[config.mk]
export PLATFORM = sky130hd
export DESIGN_NAME = xxh64v_mul
export DESIGN_NICKNAME = d
export VERILOG_FILES = /design/src/sv/xxh64v_pkg.sv /design/src/sv/xxh64v_mul.sv
export SDC_FILE = /design/constraint.sdc
export NUM_CORES = 2
export LEC_CHECK = 0
export BUFFER_PORTS_ARGS = -buffer_cell sky130_fd_sc_hd__buf_2
export CAP_MARGIN = 10
export CORE_MARGIN = 2
export CORE_UTILIZATION = 65
export CTS_BUF_LIST = sky130_fd_sc_hd__clkbuf_8
export CTS_CLUSTER_SIZE = 24
export DETAILED_ROUTE_END_ITERATION = 6
export PLACE_DENSITY_LB_ADDON = 0.25
export SYNTH_ARGS = -nofsm -noshare
export SYNTH_HDL_FRONTEND = slang
export SYNTH_SLANG_ARGS = --single-unit
export TNS_END_PERCENT = 20
[constraint.sdc]
create_clock -name clk -period 29 [get_ports clk]
set_input_delay 0 -clock clk [delete_from_list [all_inputs] [get_ports clk]]
set_output_delay 0 -clock clk [all_outputs]
set_load 0.05 [all_outputs]
[src/sv/xxh64v_pkg.sv]
// Package for the streaming xxhash64 variant core.
// Holds the hash primes, the multiplier request type and rotate helpers.
// No dependencies.
package xxh64v_pkg;

  localparam logic [63:0] P1 = 64'h9E3779B185EBCA87;
  localparam logic [63:0] P2 = 64'hC2B2AE3D27D4EB4F;
  localparam logic [63:0] P3 = 64'h165667B19E3779F9;
  localparam logic [63:0] P5 = 64'h27D4EB2F165667C5;

  localparam int unsigned STRIPE_BYTES = 32;
  localparam int unsigned LANES        = STRIPE_BYTES / 8;

  typedef struct packed {
    logic start;
    logic fold;
  } mul_req_t;

  function automatic logic [63:0] rotl(input logic [63:0] v, input logic [5:0] r);
    logic [6:0] rc;
    rc = 7'd64 - {1'b0, r};
    return (v << r) | (v >> rc);
  endfunction

  // Merge rotation for each lane.
  function automatic logic [5:0] merge_rot(input logic [1:0] k);
    logic [5:0] r;
    case (k)
      2'd0:    r = 6'd1;
      2'd1:    r = 6'd7;
      2'd2:    r = 6'd12;
      default: r = 6'd18;
    endcase
    return r;
  endfunction

endpackage

[src/sv/xxh64v_mul.sv]
// Iterative 64x64 multiplier built on one 32x32 multiplier, four phases.
// Gives the low 64-bit product, or the split fold with the dropped carry.
// Depends on xxh64v_pkg.
module xxh64v_mul (
  input  logic                  clk,
  input  logic                  rst_n,
  input  xxh64v_pkg::mul_req_t  req,
  input  logic [63:0]           a,
  input  logic [63:0]           b,
  output logic                  done,
  output logic [63:0]           res
);

  logic [63:0] a_r, b_r, lo_r, cross_r, res_r;
  logic        fold_r, busy_r, done_r;
  logic [1:0]  ph_r;
  logic [31:0] x, y;
  logic [63:0] prod, hi, low;

  always_comb begin
    case (ph_r)
      2'd0:    begin x = a_r[31:0];  y = b_r[31:0];  end
      2'd1:    begin x = a_r[63:32]; y = b_r[31:0];  end
      2'd2:    begin x = a_r[31:0];  y = b_r[63:32]; end
      default: begin x = a_r[63:32]; y = b_r[63:32]; end
    endcase
    prod = {32'd0, x} * {32'd0, y};
    hi   = prod + {32'd0, cross_r[63:32]};
    low  = lo_r + {cross_r[31:0], 32'd0};
  end

  always_ff @(posedge clk) begin
    if (!rst_n) begin
      busy_r <= 1'b0;
      done_r <= 1'b0;
      ph_r   <= 2'd0;
    end else begin
      done_r <= 1'b0;
      if (req.start) begin
        a_r    <= a;
        b_r    <= b;
        fold_r <= req.fold;
        busy_r <= 1'b1;
        ph_r   <= 2'd0;
      end else if (busy_r) begin
        ph_r <= ph_r + 2'd1;
        case (ph_r)
          2'd0:    lo_r    <= prod;
          2'd1:    cross_r <= prod;
          2'd2:    cross_r <= cross_r + prod;
          default: begin
            res_r  <= fold_r ? (hi ^ low) : low;
            done_r <= 1'b1;
            busy_r <= 1'b0;
          end
        endcase
      end
    end
  end

  assign done = done_r;
  assign res  = res_r;

endmodule
==> metrics.md <==
| Metric | Value |
|---|---|
| CTS buffer count | 57 |
| Via count | 43.7k |
| Syn_nets | 6,918 |
| Nets | 7,243 |
| Mapped Cells | 5,489 |
| CTS resizes | 0 |
| Share of flip-flops with an asynchronous set or reset | 0 |
| CORE AREA | 79,100 µm² |
| Bufs on Longest Clock Path | 3 |
| Register area share after synthesis | 0.186 |
| Number of synthesized register bits | 325 |
| WP depth | 40 |
| Max Cap Viol | 0 |
| Max FO, Critical Path | 46 |
| Most frequent cells in the layout | 918 x inv_1, 899 x fa_1, 674 x nand2_1 |
| Worst path required time | 29.45 ns |
| Pre-CTS setup slack | 15.31 ns |
| Fillers | 5,689 |
| Crit share post-route | 0.487 |
| Post-Route WL | 176,000 µm |
| Synth area leader | fa_1 |
| EDFF count, synth | 321 |
| Crit end category | register |
| Hold Violations, Final | 0 |
| Setup TNS | 0 ns |
| Worst skew pair latency | 0.76 ns |
| Worst-path clk slew | 0.07 ns |
| Clock sinks | 325 |
| Worst path max stage delay | 0.86 ns |
| Setup violators final | 0 |
| Hold Startpoint | a[45] |
| Via-to-Cell Ratio | 6.32 |
| Initial Util | 0.659 |
| Synth area leaders | fa_1 35%, edfxtp_1 18%, ha_1 9.6% |
| Setup Crit Path Kind | register to register |
| Top cell type's share of synthesized area | 0.345 |
| Crit path DAT | 14.56 ns |
| Unrepaired setup endpoints after global routing | no |
| Slowest-stage cell, CP | nor4_1 |
| H-Tree Level Count | 2 |
| Peak Freq | 70.9 MHz |
| Failing checks | design-rule violations |
| Setup Skew | 0.0825 ns |
| Placer congestion estimate | 1.01 |
| Share of layout cells above drive strength 1 | 0.0903 |
| CTS root buf | clkbuf_8 |
| Syn Std Cell Area | 52,100 µm² |
| Port buffer count | 196 |
| Most used cell, CP | fa_1 |
| Status | complete, but fails checks |
| R2r setup slk | 14.89 ns |
| DRC violation count after routing | 1 |
| Initial detailed-routing violation count | 5,246 |
| Hold WS | 0.0243 ns |
| Gr usage total | 0.430 |
| Post-synth cell types | 76 |
| Wire per inst | 25.4 µm |
| Final worst setup slack | 14.89 ns |
| Global route overflow | 0 |
| R2R Path End | res[60] |
| Delay-heaviest family, CP | adder cells |
| Ports | 197 |
| Hold endpoint | a_r[45] |
| CP Launch Type | register |
| Cells on Worst Hold Path | 2 |
| Final HPWL DP | 129,000 µm |
| TritonRoute pass-1 iters | 7 |
| First-pass GRT wire length | 263,000 µm |
| WP buf/inv | 7 |
| Synthesis-to-layout area growth | 10.6% |
| Most common cell after layout, fill and taps aside | inv_1 |
| # rows | 103 |
| Largest net degree at the start of global routing | 77 |
| Final min period | 14.11 ns |
| DIE AREA | 82,500 µm² |
| Relative slew slack | 0.183 |
| Reg2reg path depth | 40 |
| Sequential cell area | 9720 µm² |
| Area of the multi-input gates | 38,300 µm² |
| Hold WC Path Type | primary input to register |
| Avg Cell Area, Syn | 9.50 µm² |
| Slew Limit Fails | 0 |
| Antenna violations before repair | 13 |
| R2R Path Start | ph_r[0] |
| Die Wd | 287 µm |
| Yosys Warn Count | 0 |
| Worst-Margin Slew | 1.21 ns |
| Die Ht | 287 µm |
| Routed Antenna Nets | 0 |
| Vias in the first global route | 44.4k |
| CTS tree | yes |
| Most common flop cell mapped by yosys | edfxtp_1 |
==> flip-flops by register name, summed over array words and instances (netlist names) <==
signal   flops
lo_r        64
fold_r       1
done         1
res         64
busy_r       1
ph_r         2
b_r         64
cross_r     64
a_r         64
==> layout make-up <==
class | count | share of cell area
timing repair buffer | 495 | 0.0648
antenna | 7 | 0.000304
inverter | 907 | 0.0591
clock buffer | 58 | 0.0138
sequential | 325 | 0.169
clock inverter | 46 | 0.00605
multi-input combinational | 4028 | 0.665
tap | 1050 | 0.0228
==> how the worst max path moves through the flow <==
stage,start,end
finish,ph_r[0],res[60]
floorplan,ph_r[0],res[56]
detailed placement,ph_r[0],res[62]
global route,ph_r[0],res[60]
CTS,ph_r[0],res[62]
global placement,ph_r[0],res[62]
==> cells by family (layout without fill, tap and decap cells) <==
| group | after synthesis | in the layout | share of synthesized area |
|---|---|---|---|
| other cells | 0 | 7 | 0 |
| xor+xnor | 241 | 241 | 0.0412 |
| fa+ha+maj | 1297 | 1297 | 0.441 |
| flops | 325 | 325 | 0.186 |
| mux | 163 | 163 | 0.0336 |
| compound gates | 661 | 661 | 0.0803 |
| buf+inv | 1136 | 1506 | 0.0819 |
| simple gates | 1666 | 1666 | 0.136 |
==> cell usage after synthesis, drive strengths merged, types with 23 or more instances <==
| cell | count |
|---|---|
| nand2b | 41 |
| nand3 | 48 |
| o21ai | 145 |
| a21o | 90 |
| and3 | 24 |
| fa | 899 |
| o21a | 23 |
| nor2b | 23 |
| nand2 | 675 |
| clkbuf | 219 |
| xnor2 | 177 |
| nand4 | 54 |
| nor3 | 34 |
| ha | 398 |
| a21oi | 212 |
| xor2 | 62 |
| edfxtp | 321 |
| mux2 | 94 |
| nor2 | 666 |
| o21bai | 24 |
| mux2i | 69 |
| inv | 906 |
==> metrics by stage <==
stage          utilization  instances  cell area, µm²
2_1_floorplan            -       5489           52100
3_3_place_gp         0.688       6601           54400
3_5_place_dp         0.688       6601           54400
4_1_cts              0.728       6909           57600
5_1_grt              0.728       6911           57600
6_report             0.729       6916           57700
==> per-layer routing <==
| layer | part of all wire | track usage | vias up | wire length [µm] |
|---|---|---|---|---|
| li1 | - | - | 18200 | - |
| met1 | 0.35 | 0.562 | 21400 | 61500 |
| met2 | 0.43 | 0.636 | 3216 | 76100 |
| met3 | 0.14 | 0.142 | 902 | 25200 |
| met4 | 0.073 | 0.241 | 12 | 12700 |
| met5 | 0.00046 | 0 | - | 81 |
==> repair_timing <==
| item | 4_1_cts | 5_1_grt |
|---|---|---|
| endpoints found under the hold margin | 145 | 0 |
| hold buffers | 204 | 0 |
| buffers inserted | 0 | 0 |
Power is left out: the tool's default activity adds up to more than one toggle a clock period on the data nets, which glitch-free logic cannot reach.
